**config.mk**
```make
export PLATFORM = sky130hd
export DESIGN_NAME = lfu_cache_table
export DESIGN_NICKNAME = d
export VERILOG_FILES = /design/src/design/lfu_pkg.sv /design/src/design/lfu_cache_table.sv /design/src/design/lfu_mem.sv /design/src/design/lfu_scan.sv
export VERILOG_INCLUDE_DIRS = /design/src /design/src/design
export SDC_FILE = /design/constraint.sdc
export NUM_CORES = 2
export LEC_CHECK = 0
export BUFFER_PORTS_ARGS = -buffer_cell sky130_fd_sc_hd__clkbuf_2
export CORE_UTILIZATION = 40
export CTS_CLUSTER_SIZE = 12
export DETAILED_ROUTE_END_ITERATION = 6
export REMOVE_ABC_BUFFERS = 1
export SKIP_CTS_REPAIR_TIMING = 1
export SYNTH_ARGS = -nofsm -noshare
export SYNTH_HDL_FRONTEND = slang
export SYNTH_SLANG_ARGS = --single-unit
```
**constraint.sdc**
```tcl
create_clock -name i_clk -period 18.1 [get_ports i_clk]
set_clock_uncertainty 0.2 [all_clocks]
set_input_delay 5.43 -clock i_clk [delete_from_list [all_inputs] [get_ports i_clk]]
set_output_delay 5.43 -clock i_clk [all_outputs]
set_load 0.03 [all_outputs]
```
**src/design/lfu_cache_table_assert.svh**
```systemverilog
// Assertion macros used by the cache table RTL.
`ifndef LFU_CACHE_TABLE_ASSERT_SVH
`define LFU_CACHE_TABLE_ASSERT_SVH

// Same-cycle implication, checked out of reset.
`define LFU_ASSERT_NOW(lbl, ante, cons, msg) \
    lbl: assert property (@(posedge i_clk) disable iff (!i_rst_n) (ante) |-> (cons)) \
        else $error(msg);

// Next-cycle implication, checked out of reset.
`define LFU_ASSERT_NEXT(lbl, ante, cons, msg) \
    lbl: assert property (@(posedge i_clk) disable iff (!i_rst_n) (ante) |=> (cons)) \
        else $error(msg);

`endif

```
**src/design/lfu_pkg.sv**
```systemverilog
// Types and constants of the LFU cache table.
package lfu_pkg;

    localparam int KEY_W   = 32;
    localparam int DATA_W  = 32;
    localparam int COUNT_W = 32;
    localparam int STAMP_W = 48;
    localparam int CAP_W   = 5;

    localparam logic [COUNT_W-1:0] COUNT_MAX = {COUNT_W{1'b1}};
    localparam logic [STAMP_W-1:0] STAMP_MAX = {STAMP_W{1'b1}};
    localparam logic [CAP_W-1:0]   CAP_RESET = 5'd16;

    localparam logic FUNC_GET = 1'b0;
    localparam logic FUNC_PUT = 1'b1;

    typedef enum logic [2:0] {
        ST_IDLE,
        ST_SCAN,
        ST_DRAIN,
        ST_UPDATE,
        ST_RESP
    } t_state;

    typedef struct packed {
        logic [KEY_W-1:0]   key;
        logic [DATA_W-1:0]  data;
        logic [COUNT_W-1:0] count;
        logic [STAMP_W-1:0] stamp;
    } t_entry;

    // Summary of one scan over the table
    typedef struct packed {
        logic               hit;
        logic [DATA_W-1:0]  hit_data;
        logic [COUNT_W-1:0] hit_count;
        logic               vic_ok;
        logic [KEY_W-1:0]   vic_key;
        logic [COUNT_W-1:0] vic_count;
        logic [STAMP_W-1:0] vic_stamp;
        logic               free_ok;
    } t_scan_res;

endpackage

```
**src/design/lfu_cache_table.sv**
```systemverilog
// Top level of the LFU cache table with LRU tie-break.
//
//  channel   direction  tdata (low bit up)                 tuser (low bit up)
//  s_axis    in         lookup_key[31:0], store_value[31:0] func
//  m_axis    out        read_value[31:0], evicted_key[31:0] found, evicted
//  cfg       in         capacity_in_use[4:0] on i_cfg_data  -
//
// After acceptance the sequencer reads every entry over the single read port,
// waits for the last read data, does the update write, if any, and loads the output;
// s_axis_tready is high only in idle, so a new item waits until the last is loaded.
// Reset (synchronous, active low) clears the valid bits, occupancy and stamp
// counter at once; no clearing pass follows. A stalled m_axis holds its beat
// in the output register and the sequencer waits before loading the next one.
module lfu_cache_table #(
    parameter int TABLE_DEPTH = 16
) (
    input  logic        i_clk,
    input  logic        i_rst_n,
    input  logic        s_axis_tvalid,
    output logic        s_axis_tready,
    input  logic [63:0] s_axis_tdata,   // lookup_key, store_value
    input  logic [0:0]  s_axis_tuser,   // func
    output logic        m_axis_tvalid,
    input  logic        m_axis_tready,
    output logic [63:0] m_axis_tdata,   // read_value, evicted_key
    output logic [1:0]  m_axis_tuser,   // found, evicted
    input  logic        i_cfg_valid,
    output logic        o_cfg_ready,
    input  logic [4:0]  i_cfg_data      // capacity_in_use
);

    `include "lfu_cache_table_assert.svh"

    localparam int IDX_W = (TABLE_DEPTH > 1) ? $clog2(TABLE_DEPTH) : 1;
    localparam int OCC_W = $clog2(TABLE_DEPTH + 1);
    localparam int CMP_W = (OCC_W > lfu_pkg::CAP_W) ? OCC_W : lfu_pkg::CAP_W;
    localparam logic [IDX_W-1:0] LAST_IDX  = IDX_W'(TABLE_DEPTH - 1);
    localparam logic [CMP_W-1:0] DEPTH_CMP = CMP_W'(TABLE_DEPTH);

    lfu_pkg::t_state r_state;
    lfu_pkg::t_state n_state;

    logic [lfu_pkg::CAP_W-1:0]   r_cap;
    logic [OCC_W-1:0]            r_occ;
    logic [lfu_pkg::STAMP_W-1:0] r_stamp;
    logic [TABLE_DEPTH-1:0]      r_valid;
    logic [TABLE_DEPTH-1:0]      n_valid;
    logic [IDX_W-1:0]            r_idx;
    logic                        r_rd_vld;
    logic [IDX_W-1:0]            r_rd_idx;

    logic                        r_func;
    logic [lfu_pkg::KEY_W-1:0]   r_key;
    logic [lfu_pkg::DATA_W-1:0]  r_val;

    logic                        r_found;
    logic [lfu_pkg::DATA_W-1:0]  r_rdval;
    logic                        r_ev;
    logic [lfu_pkg::KEY_W-1:0]   r_evk;

    logic                        r_m_valid;
    logic [63:0]                 r_m_data;
    logic [1:0]                  r_m_user;

    logic w_mem_rd_en;
    logic w_scan_start;
    logic w_upd;
    logic w_resp_load;

    lfu_pkg::t_entry    w_rd_ent;
    lfu_pkg::t_entry    w_wr_ent;
    logic               w_wr_en;
    logic [IDX_W-1:0]   w_wr_addr;
    lfu_pkg::t_scan_res w_scan;
    logic [IDX_W-1:0]   w_hit_idx;
    logic [IDX_W-1:0]   w_vic_idx;
    logic [IDX_W-1:0]   w_free_idx;

    logic [CMP_W-1:0]            w_cap_ext;
    logic [CMP_W-1:0]            w_cap_eff;
    logic                        w_cap_nz;
    logic                        w_full;
    logic                        w_hit_upd;
    logic                        w_ins;
    logic                        w_evict;
    logic                        w_ins_ok;
    logic [IDX_W-1:0]            w_ins_idx;
    logic [lfu_pkg::STAMP_W-1:0] w_stamp_next;
    logic [lfu_pkg::COUNT_W-1:0] w_count_next;

    // Capacity above the table acts as the table depth
    assign w_cap_ext = CMP_W'(r_cap);
    assign w_cap_eff = (w_cap_ext > DEPTH_CMP) ? DEPTH_CMP : w_cap_ext;
    assign w_cap_nz  = (w_cap_eff != '0);
    assign w_full    = (CMP_W'(r_occ) >= w_cap_eff);

    assign w_stamp_next = (r_stamp == lfu_pkg::STAMP_MAX) ? r_stamp : r_stamp + 1'b1;
    assign w_count_next = (w_scan.hit_count == lfu_pkg::COUNT_MAX) ?
                          w_scan.hit_count : w_scan.hit_count + 1'b1;

    assign w_hit_upd = w_scan.hit && w_cap_nz;
    assign w_ins     = !w_scan.hit && (r_func == lfu_pkg::FUNC_PUT) && w_cap_nz;
    assign w_evict   = w_ins && w_full && w_scan.vic_ok;
    assign w_ins_ok  = w_evict || w_scan.free_ok;
    // The evicted slot becomes free, so take it when there is no hole or it lies below the first one
    assign w_ins_idx = (w_evict && (!w_scan.free_ok || (w_vic_idx < w_free_idx))) ?
                       w_vic_idx : w_free_idx;

    // Valid bits after an insert: drop the victim, then mark the new slot
    always_comb begin
        n_valid = r_valid;
        if (w_evict) begin
            n_valid[w_vic_idx] = 1'b0;
        end
        n_valid[w_ins_idx] = 1'b1;
    end

    always_comb begin
        w_wr_en   = w_upd && (w_hit_upd || (w_ins && w_ins_ok));
        w_wr_addr = w_hit_upd ? w_hit_idx : w_ins_idx;
        w_wr_ent.key   = r_key;
        w_wr_ent.stamp = w_stamp_next;
        if (w_hit_upd) begin
            w_wr_ent.data  = (r_func == lfu_pkg::FUNC_PUT) ? r_val : w_scan.hit_data;
            w_wr_ent.count = w_count_next;
        end else begin
            w_wr_ent.data  = r_val;
            w_wr_ent.count = lfu_pkg::COUNT_W'(1);
        end
    end

    // Sequencer: scan every entry, then read-modify-write at most one, then present the result
    always_comb begin
        n_state      = r_state;
        w_mem_rd_en  = 1'b0;
        w_scan_start = 1'b0;
        w_upd        = 1'b0;
        w_resp_load  = 1'b0;
        case (r_state)
            lfu_pkg::ST_IDLE: begin
                if (s_axis_tvalid) begin
                    w_scan_start = 1'b1;
                    n_state      = lfu_pkg::ST_SCAN;
                end
            end
            lfu_pkg::ST_SCAN: begin
                w_mem_rd_en = 1'b1;
                if (r_idx == LAST_IDX) begin
                    n_state = lfu_pkg::ST_DRAIN;
                end
            end
            lfu_pkg::ST_DRAIN: begin
                n_state = lfu_pkg::ST_UPDATE;
            end
            lfu_pkg::ST_UPDATE: begin
                w_upd   = 1'b1;
                n_state = lfu_pkg::ST_RESP;
            end
            lfu_pkg::ST_RESP: begin
                if (!r_m_valid || m_axis_tready) begin
                    w_resp_load = 1'b1;
                    n_state     = lfu_pkg::ST_IDLE;
                end
            end
            default: begin
                n_state = lfu_pkg::ST_IDLE;
            end
        endcase
    end

    always_ff @(posedge i_clk) begin
        if (!i_rst_n) begin
            r_state <= lfu_pkg::ST_IDLE;
        end else begin
            r_state <= n_state;
        end
    end

    // Control state: capacity, scan index, read valid, valid bits, occupancy, stamp counter, output valid
    always_ff @(posedge i_clk) begin
        if (!i_rst_n) begin
            r_cap     <= lfu_pkg::CAP_RESET;
            r_idx     <= '0;
            r_rd_vld  <= 1'b0;
            r_valid   <= '0;
            r_occ     <= '0;
            r_stamp   <= '0;
            r_m_valid <= 1'b0;
        end else begin
            if (i_cfg_valid) begin
                r_cap <= i_cfg_data;
            end
            r_rd_vld <= w_mem_rd_en;
            if (w_scan_start) begin
                r_idx <= '0;
            end else if (w_mem_rd_en && (r_idx != LAST_IDX)) begin
                r_idx <= r_idx + 1'b1;
            end
            if (w_upd) begin
                if (w_hit_upd) begin
                    r_stamp <= w_stamp_next;
                end else if (w_ins && w_ins_ok) begin
                    r_stamp <= w_stamp_next;
                    r_valid <= n_valid;
                    if (!w_evict) begin
                        r_occ <= r_occ + 1'b1;
                    end
                end
            end
            if (w_resp_load) begin
                r_m_valid <= 1'b1;
            end else if (m_axis_tready) begin
                r_m_valid <= 1'b0;
            end
        end
    end

    // Payload: captured item, pending result, output beat
    always_ff @(posedge i_clk) begin
        r_rd_idx <= r_idx;
        if (w_scan_start) begin
            r_func <= s_axis_tuser[0];
            r_key  <= s_axis_tdata[31:0];
            r_val  <= s_axis_tdata[63:32];
        end
        if (w_upd) begin
            r_found <= w_hit_upd;
            r_rdval <= (w_hit_upd && (r_func == lfu_pkg::FUNC_GET)) ? w_scan.hit_data : '0;
            r_ev    <= w_evict;
            r_evk   <= w_evict ? w_scan.vic_key : '0;
        end
        if (w_resp_load) begin
            r_m_data <= {r_evk, r_rdval};
            r_m_user <= {r_ev, r_found};
        end
    end

    lfu_mem #(
        .DEPTH(TABLE_DEPTH)
    ) u_mem (
        .i_clk     (i_clk),
        .i_rd_en   (w_mem_rd_en),
        .i_rd_addr (r_idx),
        .o_rd_data (w_rd_ent),
        .i_wr_en   (w_wr_en),
        .i_wr_addr (w_wr_addr),
        .i_wr_data (w_wr_ent)
    );

    lfu_scan #(
        .DEPTH(TABLE_DEPTH)
    ) u_scan (
        .i_clk       (i_clk),
        .i_rst_n     (i_rst_n),
        .i_start     (w_scan_start),
        .i_rd_vld    (r_rd_vld),
        .i_rd_idx    (r_rd_idx),
        .i_ent_valid (r_valid[r_rd_idx]),
        .i_ent       (w_rd_ent),
        .i_key       (r_key),
        .o_res       (w_scan),
        .o_hit_idx   (w_hit_idx),
        .o_vic_idx   (w_vic_idx),
        .o_free_idx  (w_free_idx)
    );

    assign s_axis_tready = (r_state == lfu_pkg::ST_IDLE);
    assign o_cfg_ready   = 1'b1;
    assign m_axis_tvalid = r_m_valid;
    assign m_axis_tdata  = r_m_data;
    assign m_axis_tuser  = r_m_user;

    `LFU_ASSERT_NOW(a_occ_matches_valid, 1'b1, $countones(r_valid) == int'(r_occ),
        "occupancy disagrees with the valid bits")
    `LFU_ASSERT_NOW(a_slot_for_insert, (r_state == lfu_pkg::ST_UPDATE) && w_ins,
        w_scan.free_ok || w_scan.vic_ok, "new key with neither a free slot nor a victim")
    `LFU_ASSERT_NEXT(a_stamp_moves_on_hit, (r_state == lfu_pkg::ST_UPDATE) && w_hit_upd,
        (r_stamp != $past(r_stamp)) || (r_stamp == lfu_pkg::STAMP_MAX),
        "stamp counter did not advance on a hit")

endmodule

```
**src/design/lfu_mem.sv**
```systemverilog
// Entry memory: one write port, one read port with registered read data.
module lfu_mem #(
    parameter int DEPTH = 16
) (
    input  logic                                 i_clk,
    input  logic                                 i_rd_en,
    input  logic [(DEPTH > 1 ? $clog2(DEPTH) : 1)-1:0] i_rd_addr,
    output lfu_pkg::t_entry                      o_rd_data,
    input  logic                                 i_wr_en,
    input  logic [(DEPTH > 1 ? $clog2(DEPTH) : 1)-1:0] i_wr_addr,
    input  lfu_pkg::t_entry                      i_wr_data
);

    lfu_pkg::t_entry r_mem [0:DEPTH-1];
    lfu_pkg::t_entry r_rd_data;

    always_ff @(posedge i_clk) begin
        if (i_wr_en) begin
            r_mem[i_wr_addr] <= i_wr_data;
        end
    end

    always_ff @(posedge i_clk) begin
        if (i_rd_en) begin
            r_rd_data <= r_mem[i_rd_addr];
        end
    end

    assign o_rd_data = r_rd_data;

endmodule

```
**src/design/lfu_scan.sv**
```systemverilog
// Scan accumulator: key match, LFU/LRU victim and lowest free slot.
module lfu_scan #(
    parameter int DEPTH = 16
) (
    input  logic                                       i_clk,
    input  logic                                       i_rst_n,
    input  logic                                       i_start,
    input  logic                                       i_rd_vld,
    input  logic [(DEPTH > 1 ? $clog2(DEPTH) : 1)-1:0] i_rd_idx,
    input  logic                                       i_ent_valid,
    input  lfu_pkg::t_entry                            i_ent,
    input  logic [lfu_pkg::KEY_W-1:0]                  i_key,
    output lfu_pkg::t_scan_res                         o_res,
    output logic [(DEPTH > 1 ? $clog2(DEPTH) : 1)-1:0] o_hit_idx,
    output logic [(DEPTH > 1 ? $clog2(DEPTH) : 1)-1:0] o_vic_idx,
    output logic [(DEPTH > 1 ? $clog2(DEPTH) : 1)-1:0] o_free_idx
);

    localparam int IDX_W = (DEPTH > 1) ? $clog2(DEPTH) : 1;

    lfu_pkg::t_scan_res r_res;
    lfu_pkg::t_scan_res n_res;
    logic [IDX_W-1:0]   r_hit_idx;
    logic [IDX_W-1:0]   n_hit_idx;
    logic [IDX_W-1:0]   r_vic_idx;
    logic [IDX_W-1:0]   n_vic_idx;
    logic [IDX_W-1:0]   r_free_idx;
    logic [IDX_W-1:0]   n_free_idx;
    logic               w_take_vic;

    // Strictly lower count, or same count and older stamp; ties keep the lower index
    assign w_take_vic = !r_res.vic_ok
                     || (i_ent.count < r_res.vic_count)
                     || ((i_ent.count == r_res.vic_count) && (i_ent.stamp < r_res.vic_stamp));

    always_comb begin
        n_res      = r_res;
        n_hit_idx  = r_hit_idx;
        n_vic_idx  = r_vic_idx;
        n_free_idx = r_free_idx;
        if (i_start) begin
            n_res.hit     = 1'b0;
            n_res.vic_ok  = 1'b0;
            n_res.free_ok = 1'b0;
        end else if (i_rd_vld) begin
            if (i_ent_valid) begin
                if (!r_res.hit && (i_ent.key == i_key)) begin
                    n_res.hit       = 1'b1;
                    n_res.hit_data  = i_ent.data;
                    n_res.hit_count = i_ent.count;
                    n_hit_idx       = i_rd_idx;
                end
                if (w_take_vic) begin
                    n_res.vic_ok    = 1'b1;
                    n_res.vic_key   = i_ent.key;
                    n_res.vic_count = i_ent.count;
                    n_res.vic_stamp = i_ent.stamp;
                    n_vic_idx       = i_rd_idx;
                end
            end else if (!r_res.free_ok) begin
                n_res.free_ok = 1'b1;
                n_free_idx    = i_rd_idx;
            end
        end
    end

    always_ff @(posedge i_clk) begin
        if (!i_rst_n) begin
            r_res      <= '0;
            r_hit_idx  <= '0;
            r_vic_idx  <= '0;
            r_free_idx <= '0;
        end else begin
            r_res      <= n_res;
            r_hit_idx  <= n_hit_idx;
            r_vic_idx  <= n_vic_idx;
            r_free_idx <= n_free_idx;
        end
    end

    assign o_res      = r_res;
    assign o_hit_idx  = r_hit_idx;
    assign o_vic_idx  = r_vic_idx;
    assign o_free_idx = r_free_idx;

endmodule
```
==> summary.md <==
| Metric | Value |
|---|---|
| FFs w/ async S/R, synth | `0%` |
| Crit. Startpoint | `r_state[2]$_SDFFE_PN0P_` |
| Via/cell ratio | `around 5.6` |
| CTS Root Cell | `clkbuf_16` |
| Worst path required time | `roughly 12 ns` |
| Max clock buf depth | `4` |
| Sequential share of power | `between 50% and 60%` |
| Die X | `~530 µm` |
| Worst min path class | `flip-flop to flip-flop` |
| Die H | `between 500 and 600 µm` |
| Synth area leaders | `edfxtp_1 (71%), mux4_2 (15%), dfxtp_1 (5.0%), ha_1 (1.0%), a22o_1 (0.91%)` |
| Buffers on Ports | `142` |
| Max-capacitance violation count | `0` |
| Critical path arrival | `between 1.5 and 2 ns` |
| Number of fill cells | `23000` |
| Drt total wl | `~270000 µm` |
| DRT iter0 DRCs | `around 5500` |
| Critical path class | `flip-flop to output port` |
| DRC viols | `0` |
| Fin area | `between 100000 and 150000 µm²` |
| Mapped Area | `about 110000 µm²` |
| Final Max Tran Viols | `0` |
| RR Startpoint | `r_cap[4]$_SDFFE_PN1P_` |
| Top_reg_cell synth | `edfxtp_1` |
| Overflow after GRT | `0` |
| Sinks on Clock Net | `approximately 2900` |
| Period utilisation layout | `41.7%` |
| Post-synth top area cell | `edfxtp_1` |
| Setup violations, final | `0` |
| Comb pwr share | `approximately 4.6%` |
| Die area | `between 200000 and 300000 µm²` |
| Achievable Freq | `about 130 MHz` |
| Fin worst setup slack | `about 11 ns` |
| Largest net degree at the start of global routing | `roughly 130` |
| WL per Instance | `approximately 28 µm` |
| Setup TNS | `0 ns` |
| Area Overhead vs Synth | `13.1%` |
| Tmin final | `7.54 ns` |
| Critical Path Source Type | `flip-flop` |
| Gate Count Post-Synth | `5260` |
| Post-synth cell types | `between 60 and 70` |
| CP max FO | `10` |
| Via count | `between 50000 and 60000` |
| Cell area after placement | `117000 µm²` |
| CTS buffer count | `between 300 and 400` |
| Register area share after synthesis | `~76%` |
| Std cell rows | `193` |
| Detail Placement HPWL | `~130000 µm` |
| Pre-Repair DR Iteration Count | `5` |
| Leak pwr | `~40 nW` |
| I/O pin cnt | `roughly 140` |
| Sw frac | `around a fifth` |
| Max IR drop VDD | `~0.000076 V` |
| Clock Latency Late Sink | `just under 0.9 ns` |
| Crit end category | `output port` |
| Top-area cell type share of the netlist area | `around 70%` |
| Gr usage total | `between 10% and 20%` |
| Worst-Margin Slew | `between 1 and 1.5 ns` |
| Cell area power density | `111 nW/µm²` |
| Initial antenna violation count | `15` |
| Status | `completed` |
| H-tree depth | `5` |
| Reg clk slew, reported paths | `approximately 0.060 ns` |
| RSZ-0062 raised after global routing | `false` |
| Avg Cell Area, Syn | `21.2 µm²` |
| HP Start | `r_rdval[17]$_SDFFCE_PN0P_` |
| Place WS | `a little under 10 ns` |
| Post-synthesis sequential element count | `between 2000 and 3000` |
| Max_slew headroom | `about 6.4%` |
| Share of total power in the clock network | `approximately two fifths` |
| Number of synthesized flops with an enable pin | `between 2000 and 3000` |
| First-pass GRT wire length | `386000 µm` |
| Core box area | `roughly 280000 µm²` |
| Pint | `~11 mW` |
| Number of global-route vias before repair | `between 50000 and 60000` |
| Nets | `between 5000 and 6000` |
| Share of layout cells above drive strength 1 | `about a quarter` |
| CTS tree | `built` |
| Synthesis warning total | `0` |
| Psw | `between 2 and 3 mW` |
| Placer congestion estimate | `~0.78` |
| Initial Utilization | `roughly 40%` |
| Detail Route Antenna Nets | `0` |
| Fin. Hold Viols | `0` |
-- flip-flops by register name (all words and copies together), names as in the netlist, 2 cells and up --
signal             cells
m_axis_tdata          64
m_axis_tuser           2
r_cap                  5
r_evk                 32
r_idx                  4
r_key                 32
r_occ                  5
r_rd_idx               4
r_rdval               32
r_stamp               48
r_state                3
r_val                 32
r_valid               16
u_mem.o_rd_data      144
u_mem.r_mem         2304
u_scan.o_free_idx      4
u_scan.o_hit_idx       4
u_scan.o_res         179
u_scan.o_vic_idx       4
-- worst paths after layout --
check,endpoint,depth (start not counted),slack (ns)
setup / recovery,s_axis_tready,2,10.56
hold / removal,m_axis_tdata[17]$_DFFE_PP_,0,0.22
setup reg to reg,u_mem.r_mem[0][100]$_DFFE_PP_,11,11.75
hold reg to reg,m_axis_tdata[17]$_DFFE_PP_,0,0.22
-- cell families (layout without fill, tap and decap cells) --
logic type / Yosys count / count (layout) / share of synthesized area [%]
adders and majority gates: 91 / 91 / 1.02
other: 1 / 8 / 0.00336
xor gates and xnor gates: 154 / 154 / 1.21
buffers and inverters: 366 / 882 / 1.29
DFF: 2923 / 2923 / 76.2
muxes: 837 / 837 / 15.7
AOI/OAI and AO/OA: 286 / 286 / 1.94
and+or+nand+nor: 602 / 602 / 2.67
-- layer usage --
layer	wire, µm	track usage [%]	vias to the layer above
li1	-	-	22300
met1	116000	27.0	28500
met2	129000	30.6	1697
met3	16800	3.23	339
met4	5190	4.63	4
met5	22	0	-
-- per-stage QoR --
stage | power, mW | cells | util [%] | hold slack [ns]
floorplan | 8.51 | 4997 | - | 0.200
global placement | 8.31 | 8951 | 42.3 | 0.201
detailed placement | 8.32 | 8951 | 42.3 | 0.205
CTS | 14.1 | 9478 | 45.5 | 0.219
global route | 14.4 | 9486 | 45.5 | 0.219
finish | 14.0 | 9488 | 45.5 | 0.218
-- power by group through the flow --
stage	Combinational, mW	Clock, mW	Sequential [mW]
floorplan	0.778	0	7.73
global placement	0.652	0	7.66
detailed placement	0.657	0	7.66
CTS	0.658	5.92	7.52
global route	0.693	6.17	7.53
finish	0.640	5.80	7.52
-- synth_stat cells (7+ instances only) --
master / count
clkbuf_1: 179
and4_1: 7
a21oi_1: 54
buf_1: 59
xor2_1: 65
dfxtp_1: 278
nand2_1: 88
nor3_1: 49
nor2_1: 213
buf_4: 7
a21o_1: 7
nor4_1: 37
and2_1: 37
ha_1: 91
o21ai_0: 22
and3_1: 38
a22o_1: 116
inv_1: 102
xnor2_1: 89
buf_2: 16
mux2_2: 33
edfxtp_1: 2645
mux2i_1: 79
o211ai_1: 15
o21a_1: 10
mux4_2: 725
nand4_1: 33
or3_1: 14
o41ai_1: 13
nand3_1: 49
-- cells in the final DEF (no fill, tap or decap), types with 49 or more instances in the layout --
master	Yosys	layout
edfxtp_1	2645	2645
mux4_2	725	725
clkbuf_16	0	310
dfxtp_1	278	274
nor2_1	213	211
clkbuf_1	179	149
clkbuf_2	0	142
a22o_1	116	116
inv_1	102	99
buf_4	7	94
ha_1	91	91
nand2_1	88	87
xnor2_1	89	87
mux2i_1	79	78
xor2_1	65	65
nand3_1	49	49
-- final cells by class --
cell class              instances  area [µm²]  share of cell area (%)
inverters                     103         397                   0.314
multi-input cells            1971       25300                    20.1
well taps                    3705        4640                    3.67
repair buffers                252        1730                    1.37
clock buffers                 474        8520                    6.76
clock inverters                53         499                   0.396
diodes                          7        17.5                  0.0139
flip-flops and latches       2923       85000                    67.4
-- critical path, cell delays in order (launching register included) --
cell	delay, ns
dfxtp_1	0.40
nor3_1	0.30
clkbuf_2	0.33
(Power assumes the default switching activity.)
